### src/bellman_log_utility_argmax_defines.svh
// Assertion macros shared by the bellman_log_utility_argmax RTL.
// Each macro expects signals named clk and rst in the enclosing module.
`ifndef BELLMAN_LOG_UTILITY_ARGMAX_DEFINES_SVH
`define BELLMAN_LOG_UTILITY_ARGMAX_DEFINES_SVH

// Property checked at every clock edge outside reset.
`define BLUA_ASSERT(lbl, prop, msg) \
  lbl: assert property (@(posedge clk) disable iff (rst) (prop)) else $error(msg);

// Consequence required in the cycle after the trigger.
`define BLUA_ASSERT_NEXT(lbl, trig, cons, msg) \
  lbl: assert property (@(posedge clk) disable iff (rst) (trig) |=> (cons)) else $error(msg);

`endif

### src/blua_pkg.sv
// Shared constants, types and the log2 interpolation table for the
// Bellman argmax block. No dependencies.
package blua_pkg;

  localparam int MAX_CHOICES    = 64;
  localparam int LOG_TABLE_SIZE = 32;
  localparam int QDEPTH         = 16;

  localparam int VAL_W      = 32;
  localparam int CHOICE_W   = 6;
  localparam int DISC_W     = 16;
  localparam int CNT_W      = $clog2(MAX_CHOICES);
  localparam int LOG_IDX_W  = $clog2(LOG_TABLE_SIZE + 1);
  localparam int QPTR_W     = $clog2(QDEPTH);
  localparam int CREDIT_W   = $clog2(QDEPTH + 1);
  localparam int CFG_IDX_W  = 1;
  localparam int IN_DATA_W  = 64;
  localparam int OUT_DATA_W = 40;

  localparam logic [31:0]             LN2_Q32        = 32'd2977044472;
  localparam logic [DISC_W-1:0]       DISCOUNT_RST   = 16'd58982;
  localparam logic signed [VAL_W-1:0] INFEASIBLE_RST = -32'sd6488064;
  localparam logic signed [VAL_W-1:0] VAL_MIN        = {1'b1, {(VAL_W-1){1'b0}}};
  localparam logic signed [VAL_W-1:0] VAL_MAX        = {1'b0, {(VAL_W-1){1'b1}}};

  typedef enum logic [CFG_IDX_W-1:0] {
    REG_DISCOUNT   = 1'b0,
    REG_INFEASIBLE = 1'b1
  } cfg_reg_t;

  typedef struct packed {
    logic signed [VAL_W-1:0] cand;
    logic                    last;
  } cand_beat_t;

  typedef logic [16:0] log_tab_t [LOG_TABLE_SIZE+1];

  // log2(1 + k/N) in Q0.16 by repeated squaring of a Q2.30 value
  function automatic log_tab_t build_log_tab();
    log_tab_t    tab;
    logic [63:0] x;
    logic [16:0] r;
    for (int k = 0; k < LOG_TABLE_SIZE; k++) begin
      x = 64'd1073741824 + ((64'(k) << 30) / LOG_TABLE_SIZE);
      r = '0;
      for (int i = 0; i < 16; i++) begin
        x = (x * x) >> 30;
        r = r << 1;
        if (x >= 64'd2147483648) begin
          r[0] = 1'b1;
          x    = x >> 1;
        end
      end
      tab[k] = r;
    end
    tab[LOG_TABLE_SIZE] = 17'd65536;
    return tab;
  endfunction

  localparam log_tab_t LOG_TAB = build_log_tab();

endpackage

### src/blua_front.sv
// Front end: config registers, input handshake and the candidate pipeline
// (log2 by leading one + table, ln scaling, discount term). Uses blua_pkg.
`include "bellman_log_utility_argmax_defines.svh"
module blua_front (
  input  logic                             clk,
  input  logic                             rst,
  input  logic                             cfg_we,
  input  logic [blua_pkg::CFG_IDX_W-1:0]   cfg_index,
  input  logic [blua_pkg::VAL_W-1:0]       cfg_wdata,
  input  logic                             s_tvalid,
  output logic                             s_tready,
  input  logic [blua_pkg::IN_DATA_W-1:0]   s_tdata,
  input  logic                             s_tlast,
  output logic                             q_push,
  output blua_pkg::cand_beat_t             q_wdata,
  input  logic                             q_pop
);
  import blua_pkg::*;

  logic [DISC_W-1:0]       discount;
  logic signed [VAL_W-1:0] infeasible_value;
  logic [CREDIT_W-1:0]     credit;
  logic [CREDIT_W-1:0]     credit_next;
  logic                    accept;

  // per-stage control: bit 0 is stage 1
  logic [6:0] vld;
  logic [6:0] lst;
  logic [6:0] fea;

  // stage 1
  logic [30:0]             c1;
  logic signed [VAL_W-1:0] v1;
  // stage 2
  logic [4:0]  p2;
  logic [30:0] f2;
  logic [47:0] vprod2;
  logic        vneg2;
  // stage 3
  logic [4:0]        p3;
  logic [16:0]       lo3;
  logic [16:0]       d3;
  logic [30:0]       r3;
  logic signed [32:0] disc3;
  // stage 4
  logic [4:0]        p4;
  logic [16:0]       lo4;
  logic [47:0]       dr4;
  logic signed [32:0] disc4;
  // stage 5
  logic signed [21:0] lg5;
  logic signed [32:0] disc5;
  // stage 6
  logic [52:0]        lnprod6;
  logic               lnneg6;
  logic signed [32:0] disc6;
  // stage 7
  logic signed [21:0] ln7;
  logic signed [32:0] disc7;

  // combinational
  logic [4:0]               p_lead;
  logic [31:0]              norm;
  logic [31:0]              vmag;
  logic [30+LOG_IDX_W:0]    t;
  logic [LOG_IDX_W-1:0]     idx;
  logic [LOG_IDX_W-1:0]     idx_hi;
  logic [16:0]              lo_c;
  logic [16:0]              hi_c;
  logic [48:0]              dround;
  logic [17:0]              frac;
  logic signed [5:0]        pm16;
  logic [21:0]              lgmag;
  logic [53:0]              lnround;
  logic signed [33:0]       sum;
  logic signed [VAL_W-1:0]  sat;

  assign s_tready    = (credit < CREDIT_W'(QDEPTH));
  assign accept      = s_tvalid && s_tready;
  assign credit_next = credit + CREDIT_W'(accept) - CREDIT_W'(q_pop);

  always_ff @(posedge clk) begin
    if (rst) begin
      discount         <= DISCOUNT_RST;
      infeasible_value <= INFEASIBLE_RST;
      credit           <= '0;
      vld              <= '0;
    end else begin
      if (cfg_we) begin
        case (cfg_reg_t'(cfg_index))
          REG_DISCOUNT:   discount         <= cfg_wdata[DISC_W-1:0];
          REG_INFEASIBLE: infeasible_value <= cfg_wdata;
          default: ;
        endcase
      end
      credit <= credit_next;
      vld    <= {vld[5:0], accept};
    end
  end

  // stage 2 logic: leading one and normalize, |v| * discount
  always_comb begin
    p_lead = '0;
    for (int i = 0; i < 31; i++) begin
      if (c1[i]) p_lead = 5'(i);
    end
    norm = {1'b0, c1} << (5'd31 - p_lead);
    vmag = v1[VAL_W-1] ? 32'(-33'(v1)) : 32'(v1);
  end

  // stage 3 logic: table lookup and discount rounding
  always_comb begin
    t      = (31+LOG_IDX_W)'(f2) * (31+LOG_IDX_W)'(LOG_TABLE_SIZE);
    idx    = t[30+LOG_IDX_W:31];
    idx_hi = idx + LOG_IDX_W'(1);
    lo_c   = LOG_TAB[idx];
    hi_c   = LOG_TAB[idx_hi];
    dround = 49'(vprod2) + 49'd32768;
  end

  // stage 5 logic: interpolate and place the exponent
  always_comb begin
    frac = 18'(lo4) + 18'(dr4[47:31]);
    pm16 = $signed({1'b0, p4}) - 6'sd16;
  end

  // stage 6/7/push logic
  always_comb begin
    lgmag   = lg5[21] ? 22'(-lg5) : 22'(lg5);
    lnround = 54'(lnprod6) + 54'd2147483648;
    sum     = 34'(ln7) + 34'(disc7);
    if (sum > 34'(VAL_MAX))      sat = VAL_MAX;
    else if (sum < 34'(VAL_MIN)) sat = VAL_MIN;
    else                         sat = VAL_W'(sum);
  end

  always_ff @(posedge clk) begin
    if (accept) begin
      c1 <= s_tdata[30:0];
      v1 <= s_tdata[63:32];
    end
    lst <= {lst[5:0], s_tlast};
    fea <= {fea[5:0], (!s_tdata[31] && (s_tdata[30:0] != '0))};
    // stage 2
    p2     <= p_lead;
    f2     <= norm[30:0];
    vprod2 <= 48'(vmag) * 48'(discount);
    vneg2  <= v1[VAL_W-1];
    // stage 3
    p3    <= p2;
    lo3   <= lo_c;
    d3    <= (hi_c > lo_c) ? (hi_c - lo_c) : '0;
    r3    <= t[30:0];
    disc3 <= vneg2 ? -$signed({1'b0, dround[47:16]}) : $signed({1'b0, dround[47:16]});
    // stage 4
    p4    <= p3;
    lo4   <= lo3;
    dr4   <= 48'(d3) * 48'(r3);
    disc4 <= disc3;
    // stage 5
    lg5   <= $signed({pm16, 16'b0}) + $signed({4'b0, frac});
    disc5 <= disc4;
    // stage 6
    lnprod6 <= 53'(lgmag[20:0]) * 53'(LN2_Q32);
    lnneg6  <= lg5[21];
    disc6   <= disc5;
    // stage 7
    ln7   <= lnneg6 ? -$signed({1'b0, lnround[52:32]}) : $signed({1'b0, lnround[52:32]});
    disc7 <= disc6;
  end

  assign q_push       = vld[6];
  assign q_wdata.cand = fea[6] ? sat : infeasible_value;
  assign q_wdata.last = lst[6];

  `BLUA_ASSERT(a_credit_bound, credit <= CREDIT_W'(QDEPTH), "front credit count overran queue depth")
  `BLUA_ASSERT_NEXT(a_credit_track, accept && !q_pop, credit == $past(credit) + CREDIT_W'(1), "credit did not count an accepted beat")

endmodule

### src/blua_queue.sv
// Candidate queue between front and back end; register file with
// head/tail pointers. Uses blua_pkg.
`include "bellman_log_utility_argmax_defines.svh"
module blua_queue (
  input  logic                  clk,
  input  logic                  rst,
  input  logic                  push,
  input  blua_pkg::cand_beat_t  wdata,
  input  logic                  pop,
  output logic                  rvalid,
  output blua_pkg::cand_beat_t  rdata
);
  import blua_pkg::*;

  cand_beat_t          entries [QDEPTH];
  logic [QPTR_W-1:0]   wr_ptr;
  logic [QPTR_W-1:0]   rd_ptr;
  logic [CREDIT_W-1:0] count;

  always_ff @(posedge clk) begin
    if (rst) begin
      wr_ptr <= '0;
      rd_ptr <= '0;
      count  <= '0;
    end else begin
      if (push) wr_ptr <= wr_ptr + QPTR_W'(1);
      if (pop)  rd_ptr <= rd_ptr + QPTR_W'(1);
      count <= count + CREDIT_W'(push) - CREDIT_W'(pop);
    end
  end

  always_ff @(posedge clk) begin
    if (push) entries[wr_ptr] <= wdata;
  end

  assign rvalid = (count != '0);
  assign rdata  = entries[rd_ptr];

  `BLUA_ASSERT(a_no_overflow, !(push && !pop && count == CREDIT_W'(QDEPTH)), "push into full queue")

endmodule

### src/blua_back.sv
// Back end: running max / first argmax over the candidates of one state
// and the result output register. Uses blua_pkg.
`include "bellman_log_utility_argmax_defines.svh"
module blua_back (
  input  logic                            clk,
  input  logic                            rst,
  input  logic                            q_valid,
  input  blua_pkg::cand_beat_t            q_data,
  output logic                            q_pop,
  output logic                            m_tvalid,
  input  logic                            m_tready,
  output logic [blua_pkg::OUT_DATA_W-1:0] m_tdata
);
  import blua_pkg::*;

  logic signed [VAL_W-1:0] running_max;
  logic [CNT_W-1:0]        running_argmax;
  logic [CNT_W-1:0]        choice_count;
  logic signed [VAL_W-1:0] max_next;
  logic [CNT_W-1:0]        argmax_next;
  logic                    out_valid;
  logic signed [VAL_W-1:0] best_value;
  logic [CHOICE_W-1:0]     best_choice;
  logic                    emit;

  // a last beat needs the output register free; others never stall
  assign q_pop = q_valid && (!q_data.last || !out_valid || m_tready);
  assign emit  = q_pop && q_data.last;

  always_comb begin
    if (q_data.cand > running_max) begin
      max_next    = q_data.cand;
      argmax_next = choice_count;
    end else begin
      max_next    = running_max;
      argmax_next = running_argmax;
    end
  end

  always_ff @(posedge clk) begin
    if (rst) begin
      running_max    <= VAL_MIN;
      running_argmax <= '0;
      choice_count   <= '0;
      out_valid      <= 1'b0;
    end else begin
      if (q_pop) begin
        if (q_data.last) begin
          running_max    <= VAL_MIN;
          running_argmax <= '0;
          choice_count   <= '0;
        end else begin
          running_max    <= max_next;
          running_argmax <= argmax_next;
          if (choice_count < CNT_W'(MAX_CHOICES - 1)) choice_count <= choice_count + CNT_W'(1);
        end
      end
      if (emit)          out_valid <= 1'b1;
      else if (m_tready) out_valid <= 1'b0;
    end
  end

  always_ff @(posedge clk) begin
    if (emit) begin
      best_value  <= max_next;
      best_choice <= CHOICE_W'(argmax_next);
    end
  end

  assign m_tvalid = out_valid;
  assign m_tdata  = OUT_DATA_W'({best_choice, best_value});

  `BLUA_ASSERT_NEXT(a_clear_after_last, emit, choice_count == '0 && running_max == VAL_MIN, "state not cleared after last beat")
  `BLUA_ASSERT(a_argmax_le_count, running_argmax <= choice_count, "argmax ahead of choice count")

endmodule

### src/bellman_log_utility_argmax.sv
// Top level of the Bellman max/argmax block; ties front end, candidate
// queue and back end together. Uses blua_pkg and the blua_* modules.
//
// One choice beat is taken per clock while s_tready is high. Each beat
// scores ln(consumption) + discount * continuation (or the infeasible value
// when consumption is not positive) in a 7-stage front pipeline, then a queue
// of 16 entries feeds the running max/argmax. A state's result is registered
// into the output register as its tlast beat leaves the queue. s_tready drops
// only when 16 beats are taken but not yet consumed by the max stage, which
// happens when a result sits unclaimed in the output register and the next
// tlast beat reaches it. Write config only while no beat is in flight.
`include "bellman_log_utility_argmax_defines.svh"
module bellman_log_utility_argmax (
  input  logic                            clk,
  input  logic                            rst,
  input  logic                            cfg_we,
  input  logic [blua_pkg::CFG_IDX_W-1:0]  cfg_index,
  input  logic [blua_pkg::VAL_W-1:0]      cfg_wdata,
  input  logic                            s_tvalid,
  output logic                            s_tready,
  // [31:0] consumption, [63:32] continuation
  input  logic [blua_pkg::IN_DATA_W-1:0]  s_tdata,
  input  logic                            s_tlast,
  output logic                            m_tvalid,
  input  logic                            m_tready,
  // [31:0] best_value, [37:32] best_choice, [39:38] zero
  output logic [blua_pkg::OUT_DATA_W-1:0] m_tdata
);
  import blua_pkg::*;

  logic       q_push;
  cand_beat_t q_wdata;
  logic       q_pop;
  logic       q_valid;
  cand_beat_t q_rdata;

  blua_front u_front (
    .clk       (clk),
    .rst       (rst),
    .cfg_we    (cfg_we),
    .cfg_index (cfg_index),
    .cfg_wdata (cfg_wdata),
    .s_tvalid  (s_tvalid),
    .s_tready  (s_tready),
    .s_tdata   (s_tdata),
    .s_tlast   (s_tlast),
    .q_push    (q_push),
    .q_wdata   (q_wdata),
    .q_pop     (q_pop)
  );

  blua_queue u_queue (
    .clk    (clk),
    .rst    (rst),
    .push   (q_push),
    .wdata  (q_wdata),
    .pop    (q_pop),
    .rvalid (q_valid),
    .rdata  (q_rdata)
  );

  blua_back u_back (
    .clk      (clk),
    .rst      (rst),
    .q_valid  (q_valid),
    .q_data   (q_rdata),
    .q_pop    (q_pop),
    .m_tvalid (m_tvalid),
    .m_tready (m_tready),
    .m_tdata  (m_tdata)
  );

endmodule
### config.mk
export PLATFORM = sky130hd
export DESIGN_NAME = bellman_log_utility_argmax
export DESIGN_NICKNAME = d
export VERILOG_FILES = /design/src/blua_pkg.sv /design/src/blua_front.sv /design/src/blua_queue.sv /design/src/blua_back.sv /design/src/bellman_log_utility_argmax.sv
export VERILOG_INCLUDE_DIRS = /design/src /design/src/src
export SDC_FILE = /design/constraint.sdc
export NUM_CORES = 2
export LEC_CHECK = 0
export BUFFER_PORTS_ARGS = -buffer_cell sky130_fd_sc_hd__buf_4
export CAP_MARGIN = 5
export CORE_MARGIN = 8
export CORE_UTILIZATION = 29
export CTS_CLUSTER_SIZE = 8
export DETAILED_ROUTE_END_ITERATION = 10
export PLACE_DENSITY = 0.5
export SYNTH_ARGS = -nofsm -noshare
export SYNTH_HDL_FRONTEND = slang
export SYNTH_SLANG_ARGS = --single-unit
### constraint.sdc
create_clock -name clk -period 12.71 [get_ports clk]
set_input_delay 2.542 -clock clk [delete_from_list [all_inputs] [get_ports clk]]
set_output_delay 2.542 -clock clk [all_outputs]
set_load 0.02 [all_outputs]
* Word-level counts from Yosys, hierarchy flattened
Memories as Yosys holds them, arrays and structs flattened. A register that Yosys moved wholly into a read port is not among the register bits.
Cells that the tools add are included.
** Word-level totals
- Input port bits :: 103
- Memories kept :: 3
- RAM bits :: 528
- Logic and storage cells :: 146
- Register bits after elaboration :: 713
- Output and inout port bits :: 42
- ROM bits :: 2176
** Cells by class
- Mux-type cells :: 53
- Magnitude comparators :: 8
- Shift operators :: 1
- $add $sub $neg :: 20
- Multiply operators :: 3
- Bitwise operators :: 3
- Reduce and logical (&&, ||, !) cells :: 16
** Memory list
- (no name shown) :: depth 64, bits a word 17, rd ports 1, clocked after memory_dff 0, wr ports 0, RTL line blua_front.sv:116 : lo_c = LOG_TAB[idx];
- (no name shown) :: depth 64, bits a word 17, rd ports 1, clocked after memory_dff 0, wr ports 0, RTL line blua_front.sv:117 : hi_c = LOG_TAB[idx_hi];
- u_queue.entries :: depth 16, bits a word 33, rd ports 1, clocked after memory_dff 1, wr ports 1, RTL line blua_queue.sv:15 : cand_beat_t entries [QDEPTH];
** Operators by type and width (number)
- $mux W32 :: 7
- $mux W5 :: 15
- $mux W17 :: 4
- $add A53 B32 Y53 const B :: 1
- $mul A21 B29 Y50 const B :: 1
- $add A48 B16 Y48 const B :: 1
- $mul A32 B16 Y48 :: 1
- $mul A17 B26 Y43 :: 1
- $mux W21 :: 2
- $mux W4 :: 10
- $add A22 B33 Y34 :: 1
- $gt A34 B32 Y1 const B :: 1
- $lt A34 B32 Y1 const B :: 1
- $neg A32 Y33 :: 1
- $gt A32 B32 Y1 :: 1
- $neg A32 Y32 :: 1
- $reduce_bool A31 Y1 :: 1
- $shl A31 B5 Y31 :: 1
- $mux W6 :: 4
- $add A22 B19 Y22 :: 1
- $neg A21 Y22 :: 1
- $neg A21 Y21 :: 1
- $add A17 B17 Y18 :: 1
- $gt A17 B17 Y1 :: 1
- 23 further kinds :: 44

* Depth between registers and ports, before layout
- Depth in word-level cells :: 32
- Depth in mapped cells :: 35
- Depth with buffers taken out :: 33

* Modules after synthesis
Synthesis repeated with hierarchy kept, for this count alone.
** Unflattened totals
- Cells, all modules :: 7803
- Area, all modules :: 85488.2 um2
** By module, submodules not included
- blua_front :: area each 60401.7 um2, cells an instance 6484, instances 1, sequential area each 11461.0 um2
- blua_queue :: area each 20746.1 um2, cells an instance 904, instances 1, sequential area each 16195.5 um2
- blua_back :: area each 4340.4 um2, cells an instance 415, instances 1, sequential area each 2042.0 um2

* Worst setup path before layout
OpenSTA, ideal clock, no wires.
- Kind :: reg2reg
- From :: register u_front.v1[0]
- To :: register u_front.vprod2[44]
- Data required time :: 12.638 ns
- Setup time :: 0.072 ns
- Path buffers :: 2
- Stages on the path, launching flop included :: 36
- Arrival :: 8.740 ns
- Path slack :: 3.898 ns
- Clock period less this slack :: 8.812 ns
- Path through :: edfxtp_1 > clkbuf_1 > inv_1 > ha_1 > nand2b_1 > nand2b_1 > or3_1 > or4_1 > nand2b_1 > o21ai_1 > nand2_1 > xor2_1 > clkbuf_1 > nand2_1 > fa_1 > inv_1 > fa_1 > inv_1 > fa_1 > inv_1 > fa_1 > inv_1 > fa_1 > fa_1 > inv_1 > ha_1 > nand3_1 > nor2_1 > and4_1 > a21oi_1 > a21bo_2 > o41ai_1 > o21ai_0 > a21o_1 > a311oi_1 > xnor2_1
** Between the ends
- Cells in the longest elaborated chain, start to end :: 3
** RTL lines
- start: declaration :: RTL line blua_front.sv:33 : logic signed [VAL_W-1:0] v1;
- start signal: assignment :: RTL line blua_front.sv:140 : v1 <= s_tdata[63:32];
- $neg A32 Y32 :: RTL line blua_front.sv:108 : vmag = v1[VAL_W-1] ? 32'(-33'(v1)) : 32'(v1);
- $mux W32 * :: RTL line blua_front.sv:108
- $mul A32 B16 Y48 * :: RTL line blua_front.sv:147 : vprod2 <= 48'(vmag) * 48'(discount);
- end signal: assignment :: RTL line blua_front.sv:147
- end: declaration :: RTL line blua_front.sv:37 : logic [47:0] vprod2;
Every way passes the cells marked *; elsewhere a longest branch is shown, timed or not.
A chain may end at the register's enable or synchronous reset.

* Worst setup path after layout
- From :: register u_front.lg5[0]
- To :: register u_front.lnprod6[52]
** Between the ends
- Cells in the longest elaborated chain, start to end :: 3
** RTL lines
- start: declaration :: RTL line blua_front.sv:51 : logic signed [21:0] lg5;
- start signal: assignment :: RTL line blua_front.sv:161 : lg5 <= $signed({pm16, 16'b0}) + $signed({4'b0, frac});
- $neg A21 Y21 :: RTL line blua_front.sv:129 : lgmag = lg5[21] ? 22'(-lg5) : 22'(lg5);
- $mux W21 * :: RTL line blua_front.sv:129
- $mul A21 B29 Y50 * :: RTL line blua_front.sv:164 : lnprod6 <= 53'(lgmag[20:0]) * 53'(LN2_Q32);
- end signal: assignment :: RTL line blua_front.sv:164
- end: declaration :: RTL line blua_front.sv:54 : logic [52:0] lnprod6;
Marked as above.

==> flow_summary.ini <==
[clock_tree]
cts_setup_buffers = 0
cts.reportedPaths.clkPinSlew_ns = 0.05
h-tree-depth = 4
clock_latency_ns = 0.86
cts_resized = 0
clock_sinks = 1169
cts_tree = built
hold_buffers = 0
clockBufferDepth = 4
clockRootBuffer = clkbuf_16
cts_buffers = 177

[yosys]
synth_edf_count = 629
yosysMostFrequentCell = inv_1
seq_area_frac_synth = 0.347
avgSynthCellArea_um2 = 11.0
synth_top_area_share = 0.230
syn_inst = 7761
synth_area_um2 = 85600
synth_top_area_cell = fa_1
yosysUniqueCellTypes = 93
synth_common_cells = inv_1, fa_1, nand2_1
synth-seq-cells = 1169
ys.flop_type = edfxtp_1
ys_warn_count = 0
synth-async-reset-ratio = 0
synth.area.top_cells = fa_1, edfxtp_1, dfxtp_1

[floorplanning]
initial_core_util = 0.291
rows = 199
ios = 145
die_w_um = 559
die_area_um2 = 313000
coreArea_um2 = 294000
die_y_um = 559

[global_route]
track_usage = 0.143
gr-total-overflow = 0
grt_max_degree = 80
grt_pass1_vias = 59909
grt_pass1_wl_um = 353000
antenna_found_initial = 7

[run_status]
status = finished clean

[drt]
top_layer_used = met5
num_vias = 56073
routedWlPerCell_um = 19.1
drc_errors = 0
drt_iter0_drc = 3585
firstDrtPassIters = 6
wirelength_um = 227000
ant_nets = 0
wl_met1_um = 102000
wl_met2_um = 106000
via_per_inst = 4.71
met3WireLength_um = 13200

[setup_path]
worst_setup_path_start_kind = register
cp.required_ns = 13.35
critPathMaxFanout = 7
end_kind = register
slowest_stage = xor2_1
timing.rr.end = u_front.lnprod6[52]
slowest_delay_ns = 0.66
rr_startpoint = u_front.lg5[0]
cp.arrival_ns = 10.44
path_class = reg -> reg
reg2regPathDepth = 32
r2r_setup_slack_ns = 2.91

[timing]
setup_tns_ns = 0
finalSetupViolations = 0
tightest_slew_ns = 1.36
skew_ns = 0.126
timing.final.crit_share = 0.771
rsz0062_at_grt = false
max_freq_ghz = 0.102
worst_hold_slack_ns = 0.304
drv_slew = 0
relSlewSlack = 0.0937
fin_crit_ns = 9.80
hold_violations = 0

[final_layout]
syn2layout_area_growth_pct = 12.8
multi_input_area_um2 = 49900
register_area_um2 = 29700
layout.nets = 9622
fillers = 29643
drive_gt1_frac = 0.0975

[min_path]
worstHoldStart = u_front.disc6[29]
hold_depth = 0
worstHoldPathType = reg -> reg
hold_end = u_front.disc7[29]

[job]
max_cap_violations = 0

[place]
place_congestion = 0.850
io_buffers = 142
hpwlAfterDp_um = 162000
==> area by class of cell <==
type / count / share of cell area
multi-input cells: 4978 / 0.517
flip-flops and latches: 1169 / 0.308
inverters: 1297 / 0.0504
diodes: 3 / 0.0000778
repair buffers: 293 / 0.0228
clock inverters: 13 / 0.00198
well taps: 3919 / 0.0508
clock buffers: 243 / 0.0492
==> state kept, by name, summed over array words and instances, names as in the netlist, 31 cells and up, named ones only <==
| register | flops |
|---|---|
| u_front.v1 | 32 |
| u_front.c1 | 31 |
| u_front.infeasible_value | 32 |
| u_front.disc7 | 33 |
| u_front.disc5 | 33 |
| u_front.disc3 | 33 |
| u_queue.entries | 528 |
| u_front.disc4 | 33 |
| u_front.f2 | 31 |
| u_back.best_value | 32 |
| u_front.vprod2 | 33 |
| u_front.disc6 | 33 |
| u_back.running_max | 32 |
==> cells by family after synthesis <==
family | share of synthesized area
and+or+nand+nor | 0.107
buffers and inverters | 0.0712
muxes | 0.0559
xor gates and xnor gates | 0.0304
DFF | 0.347
adders and majority gates | 0.321
other | 0.0000438
AOI/OAI and AO/OA | 0.0673
==> layer usage <==
metal	track usage	vias to the layer above
met5	0	-
met4	0.0411	4
met2	0.235	1484
li1	-	25792
met3	0.0277	333
met1	0.191	28460
==> worst max-delay path, delay by kind of cell, from the launching register on <==
| family | cells | cell delay, ns |
|---|---|---|
| compound gates | 7 | 1.81 |
| xor+xnor | 4 | 1.29 |
| fa+ha+maj | 9 | 3.68 |
| buf+inv | 5 | 0.43 |
| flops | 1 | 0.42 |
| simple gates | 7 | 2.05 |
==> metrics by stage <==
stage,cells,worst slack (ns),area [um2],utilization
final,11915,2.91,96500,0.329
after global routing,11913,2.34,96500,0.329
after CTS,11906,2.98,96500,0.328
after detailed placement,11650,2.98,91500,0.312
after global placement,11650,3.09,91500,0.312
after floorplan,7763,3.90,85600,-
==> worst max-delay path by stage <==
| stage | startpoint | to | slack (ns) | cells past startpoint |
|---|---|---|---|---|
| after floorplan | u_front.v1[0] | u_front.vprod2[44] | 3.90 | 35 |
| after global placement | u_front.lg5[0] | u_front.lnprod6[52] | 3.09 | 32 |
| after detailed placement | u_front.lg5[0] | u_front.lnprod6[52] | 2.98 | 32 |
| after CTS | u_front.lg5[0] | u_front.lnprod6[52] | 2.98 | 32 |
| after global routing | u_front.lg5[0] | u_front.lnprod6[52] | 2.34 | 32 |
| final | u_front.lg5[0] | u_front.lnprod6[52] | 2.91 | 32 |
==> cells in the final DEF (no fill, tap or decap), drive strengths merged, types with 31 or more instances in the layout <==
| cell | n |
|---|---|
| nor3 | 74 |
| edfxtp | 629 |
| nand2 | 955 |
| a211oi | 31 |
| xnor2 | 187 |
| a21oi | 225 |
| nor2b | 53 |
| o21ai | 166 |
| o221ai | 31 |
| a22o | 40 |
| and3 | 33 |
| and2 | 316 |
| mux4 | 168 |
| clkbuf | 243 |
| inv | 1295 |
| mux2i | 45 |
| fa | 985 |
| xor2 | 109 |
| dfxtp | 540 |
| buf | 293 |
| a21o | 80 |
| mux2 | 49 |
| o21a | 38 |
| a31oi | 32 |
| ha | 618 |
| nor2 | 234 |
| nand3 | 89 |
| nand4 | 50 |
Power is not shown: default switching activity piles up to over one toggle a cycle in this logic, so the estimate is an artifact.
